## config.mk

```make
export PLATFORM = sky130hd
export DESIGN_NAME = midpoint_ellipse_rasterizer_top
export DESIGN_NICKNAME = d
export VERILOG_FILES = /design/src/hdl/mer_pkg.sv /design/src/hdl/midpoint_ellipse_rasterizer_top.sv /design/src/hdl/mer_ctrl.sv /design/src/hdl/mer_dp.sv /design/src/hdl/mer_out.sv
export SDC_FILE = /design/constraint.sdc
export NUM_CORES = 2
export LEC_CHECK = 0
export BUFFER_PORTS_ARGS = -buffer_cell sky130_fd_sc_hd__buf_2
export CAP_MARGIN = 25
export CORE_ASPECT_RATIO = 1.1
export CORE_MARGIN = 8
export CORE_UTILIZATION = 48
export DETAILED_ROUTE_END_ITERATION = 7
export PLACE_DENSITY_LB_ADDON = 0.1
export RECOVER_POWER = 25
export SYNTH_ARGS = -nofsm -noshare
export SYNTH_HDL_FRONTEND = slang
export SYNTH_HIERARCHICAL = 1
export SYNTH_SLANG_ARGS = --single-unit
```

## constraint.sdc

```tcl
create_clock -name aclk -period 25.6 [get_ports aclk]
set_clock_uncertainty 0.05 [all_clocks]
set_input_delay 0 -clock aclk [delete_from_list [all_inputs] [get_ports aclk]]
set_output_delay 0 -clock aclk [all_outputs]
set_load 0.005 [all_outputs]
```

## src/hdl/mer_pkg.sv

```systemverilog
package mer_pkg;

    localparam int COORD_BITS_DEF  = 11;
    localparam int RADIUS_BITS_DEF = 10;

    localparam logic CMD_START = 1'b0;
    localparam logic CMD_STEP  = 1'b1;

    localparam logic [1:0] PT_LAST = 2'd3;

    typedef enum logic [3:0] {
        S_IDLE,
        S_SQX,
        S_SQY,
        S_PRX,
        S_PRY,
        S_UPD1,
        S_UPD2,
        S_UPD3,
        S_HAND
    } state_t;

    typedef struct packed {
        logic load;
        logic mul_sqx;
        logic mul_sqy;
        logic mul_prx;
        logic mul_pry;
        logic snap;
        logic upd1;
        logic upd2;
        logic upd3;
        logic region_two;
    } dp_cmd_t;

    typedef struct packed {
        logic radii_zero;
        logic s0_lt_s1;
        logic s0_gt_s1;
    } dp_stat_t;

endpackage

```

## src/hdl/midpoint_ellipse_rasterizer_top.sv

```systemverilog
// Midpoint ellipse outline rasterizer. An item with s_tuser = 0 starts a new ellipse
// from the center and radii in s_tdata and produces no output; after the accept it
// holds the block for four passes through the shared multiplier for rx^2, ry^2,
// ry^2*rx and rx^2*ry. An item with s_tuser = 1 advances one step and yields four
// mirrored points (+x,+y) (-x,+y) (-x,-y) (+x,-y), one per beat on m_tdata, with
// m_tlast on the fourth point of the final step. In the controller a step passes
// through accept, three term-update states (skipped when both radii are zero) and a
// hand-off to the output stage that waits while the stage is busy; the four output
// beats drain while the next step is updated. Steps while no ellipse is active
// produce nothing.
module midpoint_ellipse_rasterizer_top #(
    parameter int COORD_BITS  = mer_pkg::COORD_BITS_DEF,
    parameter int RADIUS_BITS = mer_pkg::RADIUS_BITS_DEF
) (
    input  logic aclk,
    input  logic aresetn,
    input  logic s_tvalid,
    output logic s_tready,
    // center_x, center_y, radius_x, radius_y
    input  logic [((2*COORD_BITS+2*RADIUS_BITS+7)/8)*8-1:0] s_tdata,
    // cmd
    input  logic s_tuser,
    output logic m_tvalid,
    input  logic m_tready,
    // pixel_x, pixel_y
    output logic [((2*COORD_BITS+4+7)/8)*8-1:0] m_tdata,
    output logic m_tlast
);
    import mer_pkg::*;

    localparam int C        = COORD_BITS;
    localparam int R        = RADIUS_BITS;
    localparam int P        = C + 2;
    localparam int OUT_BITS = ((2*C+4+7)/8)*8;

    dp_cmd_t               cmd;
    dp_stat_t              stat;
    logic                  out_load, out_fin, out_busy;
    logic [C-1:0]          center_x, center_y;
    logic signed [R+1:0]   snap_x, snap_y;
    logic [P-1:0]          pixel_x, pixel_y;

    mer_ctrl u_ctrl (
        .aclk     (aclk),
        .aresetn  (aresetn),
        .in_valid (s_tvalid),
        .in_cmd   (s_tuser),
        .in_ready (s_tready),
        .stat     (stat),
        .cmd      (cmd),
        .out_busy (out_busy),
        .out_load (out_load),
        .out_fin  (out_fin)
    );

    mer_dp #(
        .COORD_BITS  (COORD_BITS),
        .RADIUS_BITS (RADIUS_BITS)
    ) u_dp (
        .aclk        (aclk),
        .cmd         (cmd),
        .stat        (stat),
        .in_center_x (s_tdata[C-1:0]),
        .in_center_y (s_tdata[2*C-1:C]),
        .in_radius_x (s_tdata[2*C+R-1:2*C]),
        .in_radius_y (s_tdata[2*C+2*R-1:2*C+R]),
        .center_x    (center_x),
        .center_y    (center_y),
        .snap_x      (snap_x),
        .snap_y      (snap_y)
    );

    mer_out #(
        .COORD_BITS  (COORD_BITS),
        .RADIUS_BITS (RADIUS_BITS)
    ) u_out (
        .aclk      (aclk),
        .aresetn   (aresetn),
        .load      (out_load),
        .fin       (out_fin),
        .center_x  (center_x),
        .center_y  (center_y),
        .snap_x    (snap_x),
        .snap_y    (snap_y),
        .out_ready (m_tready),
        .out_valid (m_tvalid),
        .pixel_x   (pixel_x),
        .pixel_y   (pixel_y),
        .last      (m_tlast),
        .busy      (out_busy)
    );

    assign m_tdata = OUT_BITS'({pixel_y, pixel_x});

`ifndef NO_ASSERTIONS
    a_load_when_free: assert property (@(posedge aclk) disable iff (!aresetn)
        out_load |-> !m_tvalid)
        else $error("output stage loaded while still busy");

    a_last_ends_batch: assert property (@(posedge aclk) disable iff (!aresetn)
        (m_tvalid && m_tready && m_tlast) |=> !m_tvalid)
        else $error("output continues after final point");

    a_start_busy: assert property (@(posedge aclk) disable iff (!aresetn)
        (s_tvalid && s_tready && (s_tuser == CMD_START)) |=> !s_tready)
        else $error("start item not followed by setup cycles");
`endif

endmodule

```

## src/hdl/mer_ctrl.sv

```systemverilog
module mer_ctrl (
    input  logic              aclk,
    input  logic              aresetn,
    input  logic              in_valid,
    input  logic              in_cmd,
    output logic              in_ready,
    input  mer_pkg::dp_stat_t stat,
    output mer_pkg::dp_cmd_t  cmd,
    input  logic              out_busy,
    output logic              out_load,
    output logic              out_fin
);
    import mer_pkg::*;

    state_t state_reg, state_next;
    logic   active_reg, active_next;
    logic   region_two_reg, region_two_next;
    logic   fin_reg, fin_next;

    always_ff @(posedge aclk) begin
        if (!aresetn) begin
            state_reg      <= S_IDLE;
            active_reg     <= 1'b0;
            region_two_reg <= 1'b0;
            fin_reg        <= 1'b0;
        end else begin
            state_reg      <= state_next;
            active_reg     <= active_next;
            region_two_reg <= region_two_next;
            fin_reg        <= fin_next;
        end
    end

    always_comb begin
        state_next      = state_reg;
        active_next     = active_reg;
        region_two_next = region_two_reg;
        fin_next        = fin_reg;
        cmd             = '0;
        cmd.region_two  = region_two_reg;
        in_ready        = (state_reg == S_IDLE);
        out_load        = 1'b0;
        case (state_reg)
            S_IDLE: begin
                if (in_valid) begin
                    if (in_cmd == CMD_START) begin
                        cmd.load        = 1'b1;
                        active_next     = 1'b1;
                        region_two_next = 1'b0;
                        state_next      = S_SQX;
                    end else if (active_reg) begin
                        cmd.snap = 1'b1;
                        if (stat.radii_zero) begin
                            fin_next    = 1'b1;
                            active_next = 1'b0;
                            state_next  = S_HAND;
                        end else begin
                            fin_next   = 1'b0;
                            state_next = S_UPD1;
                        end
                    end
                end
            end
            S_SQX: begin
                cmd.mul_sqx = 1'b1;
                state_next  = S_SQY;
            end
            S_SQY: begin
                cmd.mul_sqy = 1'b1;
                state_next  = S_PRX;
            end
            S_PRX: begin
                cmd.mul_prx = 1'b1;
                state_next  = S_PRY;
            end
            S_PRY: begin
                cmd.mul_pry = 1'b1;
                state_next  = S_IDLE;
            end
            S_UPD1: begin
                cmd.upd1   = 1'b1;
                state_next = S_UPD2;
            end
            S_UPD2: begin
                cmd.upd2   = 1'b1;
                state_next = S_UPD3;
            end
            S_UPD3: begin
                cmd.upd3 = 1'b1;
                if (!region_two_reg) begin
                    if (stat.s0_lt_s1) begin
                        region_two_next = 1'b1;
                    end
                end else if (stat.s0_gt_s1) begin
                    fin_next    = 1'b1;
                    active_next = 1'b0;
                end
                state_next = S_HAND;
            end
            S_HAND: begin
                if (!out_busy) begin
                    out_load   = 1'b1;
                    state_next = S_IDLE;
                end
            end
            default: begin
                state_next = S_IDLE;
            end
        endcase
    end

    assign out_fin = fin_reg;

endmodule

```

## src/hdl/mer_dp.sv

```systemverilog
module mer_dp #(
    parameter int COORD_BITS  = mer_pkg::COORD_BITS_DEF,
    parameter int RADIUS_BITS = mer_pkg::RADIUS_BITS_DEF
) (
    input  logic                          aclk,
    input  mer_pkg::dp_cmd_t              cmd,
    output mer_pkg::dp_stat_t             stat,
    input  logic [COORD_BITS-1:0]         in_center_x,
    input  logic [COORD_BITS-1:0]         in_center_y,
    input  logic [RADIUS_BITS-1:0]        in_radius_x,
    input  logic [RADIUS_BITS-1:0]        in_radius_y,
    output logic [COORD_BITS-1:0]         center_x,
    output logic [COORD_BITS-1:0]         center_y,
    output logic signed [RADIUS_BITS+1:0] snap_x,
    output logic signed [RADIUS_BITS+1:0] snap_y
);
    import mer_pkg::*;

    localparam int R   = RADIUS_BITS;
    localparam int SQ  = 2 * R;
    localparam int PB  = 3 * R;
    localparam int T   = 3 * R + 6;
    localparam int OFS = R + 2;
    localparam logic [OFS-1:0] OFS_ONE = OFS'(1);

    logic [COORD_BITS-1:0] cx_reg, cy_reg;
    logic [R-1:0]          rx_reg, ry_reg;
    logic [SQ-1:0]         sqx_reg, sqy_reg;
    logic signed [OFS-1:0] ox_reg, oy_reg, snx_reg, sny_reg;
    logic signed [T-1:0]   e_reg, c0_reg, c1_reg, s0_reg, s1_reg, s1i_reg;

    logic [SQ-1:0]         mul_a;
    logic [R-1:0]          mul_b;
    logic [PB-1:0]         prod;
    logic signed [T-1:0]   prod2, d0, d1, sqx_t, sqy_t, tcoef;
    logic signed [T+1:0]   tst;
    logic                  tpos;

    always_comb begin
        mul_a = {{R{1'b0}}, rx_reg};
        mul_b = rx_reg;
        if (cmd.mul_sqy) begin
            mul_a = {{R{1'b0}}, ry_reg};
            mul_b = ry_reg;
        end else if (cmd.mul_prx) begin
            mul_a = sqy_reg;
            mul_b = rx_reg;
        end else if (cmd.mul_pry) begin
            mul_a = sqx_reg;
            mul_b = ry_reg;
        end
    end

    assign prod  = PB'(mul_a) * PB'(mul_b);
    assign prod2 = $signed({{(T-PB-1){1'b0}}, prod, 1'b0});
    assign d0    = $signed({{(T-SQ-1){1'b0}}, sqx_reg, 1'b0});
    assign d1    = $signed({{(T-SQ-1){1'b0}}, sqy_reg, 1'b0});
    assign sqx_t = $signed({{(T-SQ){1'b0}}, sqx_reg});
    assign sqy_t = $signed({{(T-SQ){1'b0}}, sqy_reg});

    // midpoint decision: 2*e + c > 0
    assign tcoef = cmd.region_two ? c1_reg : c0_reg;
    assign tst   = $signed({e_reg[T-1], e_reg, 1'b0}) + $signed({{2{tcoef[T-1]}}, tcoef});
    assign tpos  = !tst[T+1] && (tst != '0);

    always_ff @(posedge aclk) begin
        if (cmd.load) begin
            cx_reg <= in_center_x;
            cy_reg <= in_center_y;
            rx_reg <= in_radius_x;
            ry_reg <= in_radius_y;
            ox_reg <= $signed({2'b00, in_radius_x});
            oy_reg <= '0;
            e_reg  <= '0;
            s1_reg <= '0;
        end
        if (cmd.mul_sqx) begin
            sqx_reg <= prod[SQ-1:0];
            c1_reg  <= $signed({{(T-SQ){1'b0}}, prod[SQ-1:0]});
        end
        if (cmd.mul_sqy) begin
            sqy_reg <= prod[SQ-1:0];
        end
        if (cmd.mul_prx) begin
            s0_reg <= prod2;
        end
        if (cmd.mul_pry) begin
            s1i_reg <= prod2;
            c0_reg  <= sqy_t - s0_reg;
        end
        if (cmd.snap) begin
            snx_reg <= ox_reg;
            sny_reg <= oy_reg;
        end
        if (cmd.upd1) begin
            if (!cmd.region_two) begin
                oy_reg <= oy_reg + OFS_ONE;
                s1_reg <= s1_reg + d0;
                e_reg  <= e_reg + c1_reg;
                c1_reg <= c1_reg + d0;
            end else begin
                ox_reg <= ox_reg + OFS_ONE;
                s0_reg <= s0_reg + d1;
                e_reg  <= e_reg + c0_reg;
                c0_reg <= c0_reg + d1;
            end
        end
        if (cmd.upd2 && tpos) begin
            if (!cmd.region_two) begin
                ox_reg <= ox_reg - OFS_ONE;
                s0_reg <= s0_reg - d1;
                e_reg  <= e_reg + c0_reg;
                c0_reg <= c0_reg + d1;
            end else begin
                oy_reg <= oy_reg - OFS_ONE;
                s1_reg <= s1_reg - d0;
                e_reg  <= e_reg + c1_reg;
                c1_reg <= c1_reg + d0;
            end
        end
        // region one ends: restart from (0, ry)
        if (cmd.upd3 && !cmd.region_two && (s0_reg < s1_reg)) begin
            ox_reg <= '0;
            oy_reg <= $signed({2'b00, ry_reg});
            c0_reg <= sqy_t;
            c1_reg <= sqx_t - s1i_reg;
            e_reg  <= '0;
            s0_reg <= '0;
            s1_reg <= s1i_reg;
        end
    end

    assign stat.radii_zero = (sqx_reg == '0) && (sqy_reg == '0);
    assign stat.s0_lt_s1   = (s0_reg < s1_reg);
    assign stat.s0_gt_s1   = (s0_reg > s1_reg);

    assign center_x = cx_reg;
    assign center_y = cy_reg;
    assign snap_x   = snx_reg;
    assign snap_y   = sny_reg;

endmodule

```

## src/hdl/mer_out.sv

```systemverilog
module mer_out #(
    parameter int COORD_BITS  = mer_pkg::COORD_BITS_DEF,
    parameter int RADIUS_BITS = mer_pkg::RADIUS_BITS_DEF
) (
    input  logic                          aclk,
    input  logic                          aresetn,
    input  logic                          load,
    input  logic                          fin,
    input  logic [COORD_BITS-1:0]         center_x,
    input  logic [COORD_BITS-1:0]         center_y,
    input  logic signed [RADIUS_BITS+1:0] snap_x,
    input  logic signed [RADIUS_BITS+1:0] snap_y,
    input  logic                          out_ready,
    output logic                          out_valid,
    output logic [COORD_BITS+1:0]         pixel_x,
    output logic [COORD_BITS+1:0]         pixel_y,
    output logic                          last,
    output logic                          busy
);
    import mer_pkg::*;

    localparam int C = COORD_BITS;
    localparam int R = RADIUS_BITS;
    localparam int P = C + 2;
    localparam int W = ((C > R) ? C : R) + 3;

    logic [W-1:0] cxe, cye, oxe, oye;
    logic [W-1:0] xp_sum, xm_sum, yp_sum, ym_sum;
    logic [P-1:0] xp_reg, xm_reg, yp_reg, ym_reg;
    logic         fin_reg;
    logic         valid_reg;
    logic [1:0]   idx_reg;

    assign cxe    = {{(W-C){1'b0}}, center_x};
    assign cye    = {{(W-C){1'b0}}, center_y};
    assign oxe    = {{(W-R-2){snap_x[R+1]}}, snap_x};
    assign oye    = {{(W-R-2){snap_y[R+1]}}, snap_y};
    assign xp_sum = cxe + oxe;
    assign xm_sum = cxe - oxe;
    assign yp_sum = cye + oye;
    assign ym_sum = cye - oye;

    always_ff @(posedge aclk) begin
        if (load) begin
            xp_reg  <= xp_sum[P-1:0];
            xm_reg  <= xm_sum[P-1:0];
            yp_reg  <= yp_sum[P-1:0];
            ym_reg  <= ym_sum[P-1:0];
            fin_reg <= fin;
        end
    end

    always_ff @(posedge aclk) begin
        if (!aresetn) begin
            valid_reg <= 1'b0;
            idx_reg   <= '0;
        end else if (load) begin
            valid_reg <= 1'b1;
            idx_reg   <= '0;
        end else if (valid_reg && out_ready) begin
            if (idx_reg == PT_LAST) begin
                valid_reg <= 1'b0;
            end
            idx_reg <= idx_reg + 2'd1;
        end
    end

    // quadrant order: (+x,+y) (-x,+y) (-x,-y) (+x,-y)
    always_comb begin
        case (idx_reg)
            2'd0: begin
                pixel_x = xp_reg;
                pixel_y = yp_reg;
            end
            2'd1: begin
                pixel_x = xm_reg;
                pixel_y = yp_reg;
            end
            2'd2: begin
                pixel_x = xm_reg;
                pixel_y = ym_reg;
            end
            default: begin
                pixel_x = xp_reg;
                pixel_y = ym_reg;
            end
        endcase
    end

    assign out_valid = valid_reg;
    assign last      = fin_reg && (idx_reg == PT_LAST);
    assign busy      = valid_reg;

endmodule

```

==> metrics.cfg <==
[status]
outcome=finished with violations
failed_checks=capacitance limit, slew limit

[critical_path]
slowest_delay_ps=3840
path_class=register to register
cp.arrival_ps=13680
crit_slowest_cell=clkbuf_1
r2r-start=u_ctrl/state_reg[2]
critPathLaunchType=register
cp-end-kind=register
cp-startpoint=u_ctrl/state_reg[2]
required_ps=26070
crit_fanout=87
cpMostUsedCell=fa_1

[logic_synthesis]
synth_cell_types=106
yosys_warnings=6
synth_cells=5094
synth_edf_count=189
ys_seq_elements=401
synth-async-reset-ratio=0
syn_area_per_cell_um2=8.24
synth_ff_type=dfxtp_1
netlist_area_um2=42000
yosysSeqAreaShare=0.236

[sta]
period_minus_slack_ps=13200
finalMaxSlewViolations=120
finalHoldViolations=0
max_freq_ghz=0.0757
finalSetupViolCount=0
slew-limit-headroom=-2.67
period_share=0.516
final.setup.tns_ps=0
rsz0062_at_grt=no
tightest_slew_ps=5500

[floorplanning]
die_h_um=326
design.core.area_um2=86500
rows=113
fp.dieW_um=298
io_pins=88
die_area_um2=97200
initial_core_util=0.485

[drt]
firstDrtPassIters=7
wl_per_cell_um=21.6
post-route-drc-count=0
viasPerCell=6.00
drt-initial-drc-count=2775
vias=37700
routed_wl_mm=136
ant_nets=0

[global_route]
first_global_vias=35600
grt_overflow_total=0
grt_max_degree=88
grt_usage=0.267
grt_antenna_before_repair=1
grt_pass1_wl_mm=208

[clock_network]
postCtsHoldBufs=50
clock_path_buffers=3
root_buffer=clkbuf_16
tritoncts=done
clock_latency_ps=610
post-cts-setup-buffer-count=0
clock_sink_count=401
clk_pin_slew_ps=60
htreeDepth=2
cts-buffers-inserted=49
cts-resized-gates=0

[finish]
drive_gt1_frac=0.0665
area_delta_synth_final_pct=8.24
finish.net_count=5726
n_fill_cell=8328
num_antenna_cells=0

[min_path]
hp-class=input pin to register
min_from=s_tdata[0]

[placed_design]
port-buffer-count=75
dpl.hpwl_mm=104
finalWeightedCongestion=0.931

[job]
max_cap_viol_count=4

[layer usage]
layer  track usage  routed length (um)
met1         0.367               60300
met2         0.436               62000
met3        0.0325                8910
met4        0.0805                4330
met5             0                   0
[layout make-up]
| type | count | area [um^2] | area share |
|---|---|---|---|
| multi-input combinational | 4030 | 29400 | 0.648 |
| clock buffer | 71 | 1450 | 0.0319 |
| inverter | 432 | 1620 | 0.0357 |
| tap | 1150 | 1440 | 0.0317 |
| clock inverter | 21 | 268 | 0.00589 |
| timing repair buffer | 185 | 1290 | 0.0285 |
| sequential | 401 | 9920 | 0.218 |
[Yosys cell counts, types with 22 or more instances]
library cell    n  area (um^2)
nand2b_1       53          332
xor2_1         86          753
mux2i_1        52          521
or3_1          58          363
ha_1          417         5220
o21bai_1       39          293
a31oi_1        72          450
and2_1         26          163
and3_1         44          275
inv_1         428         1610
mux2_2         78          878
a22oi_1        32          240
nor3_1        130          651
buf_4          22          165
o311ai_0       24          210
fa_1          157         3140
a21o_1        114          856
a21oi_1       365         1830
buf_2          24          120
xnor2_1       230         2010
edfxtp_1      189         5680
nor4_1         37          231
nor2b_1        82          513
o21ai_0       250         1250
clkbuf_1      163          612
o211ai_1       72          541
nand4_1        49          307
o21a_1         38          285
nand3_1       103          515
dfxtp_1       212         4240
a211oi_1       94          706
nand2_1       471         1770
nor2_1        481         1810
o31ai_1        35          263
[per-stage QoR]
step | setup WS (ps) | cells | hold WS, ps | util | area [um^2]
finish | 12400 | 6290 | 53.4 | 0.525 | 45400
global route | 11780 | 6290 | 37.6 | 0.525 | 45400
CTS | 15620 | 6289 | 7.97 | 0.526 | 45500
detailed placement | 15690 | 6147 | 128 | 0.500 | 43300
global placement | 15790 | 6143 | 128 | 0.500 | 43300
floorplan | 15290 | 5099 | 48.9 | - | 42000
[worst max-delay path: cells and delay by family (launching register included)]
kind	cells	cell delay [ps]
AOI/OAI and AO/OA	5	1300
xor gates and xnor gates	1	500
adders and majority gates	6	2780
buffers and inverters	5	4430
DFF	1	580
muxes	1	810
and+or+nand+nor	11	2540
[layout by cell type, fill, tap and decap left out, types with 93 or more instances in the layout]
master    count
a211oi_1     93
a21o_1      114
a21oi_1     365
dfxtp_1     211
edfxtp_1    189
fa_1        157
ha_1        417
inv_1       427
nand2_1     470
nand3_1     102
nor2_1      474
nor3_1      127
o21ai_0     251
xnor2_1     230
[logic make-up (layout without fill, tap and decap cells)]
kind of cell             Yosys count  count (layout)  synth area share
AO/OA/AOI/OAI                   1376            1376             0.217
XOR/XNOR                         316             316            0.0659
adder cells (fa/ha/maj)          574             574             0.199
buffers and inverters            668             709            0.0645
flip-flops                       401             401             0.236
multiplexers                     131             131            0.0339
other                              1               6         0.0000893
AND/OR/NAND/NOR                 1627            1627             0.183
[path summary, 6_finish.rpt]
| path | end | slack (ps) | cells after the start |
|---|---|---|---|
| max reg2reg | u_dp/s0_reg[27] | 12400 | 29 |
| max | u_dp/s0_reg[27] | 12400 | 29 |
| min reg2reg | register | 390 | 2 |
| min | u_dp/center_x[0] | 50 | 2 |
Power is not shown: default switching activity piles up to over one toggle a cycle in this logic, so the estimate is an artifact.
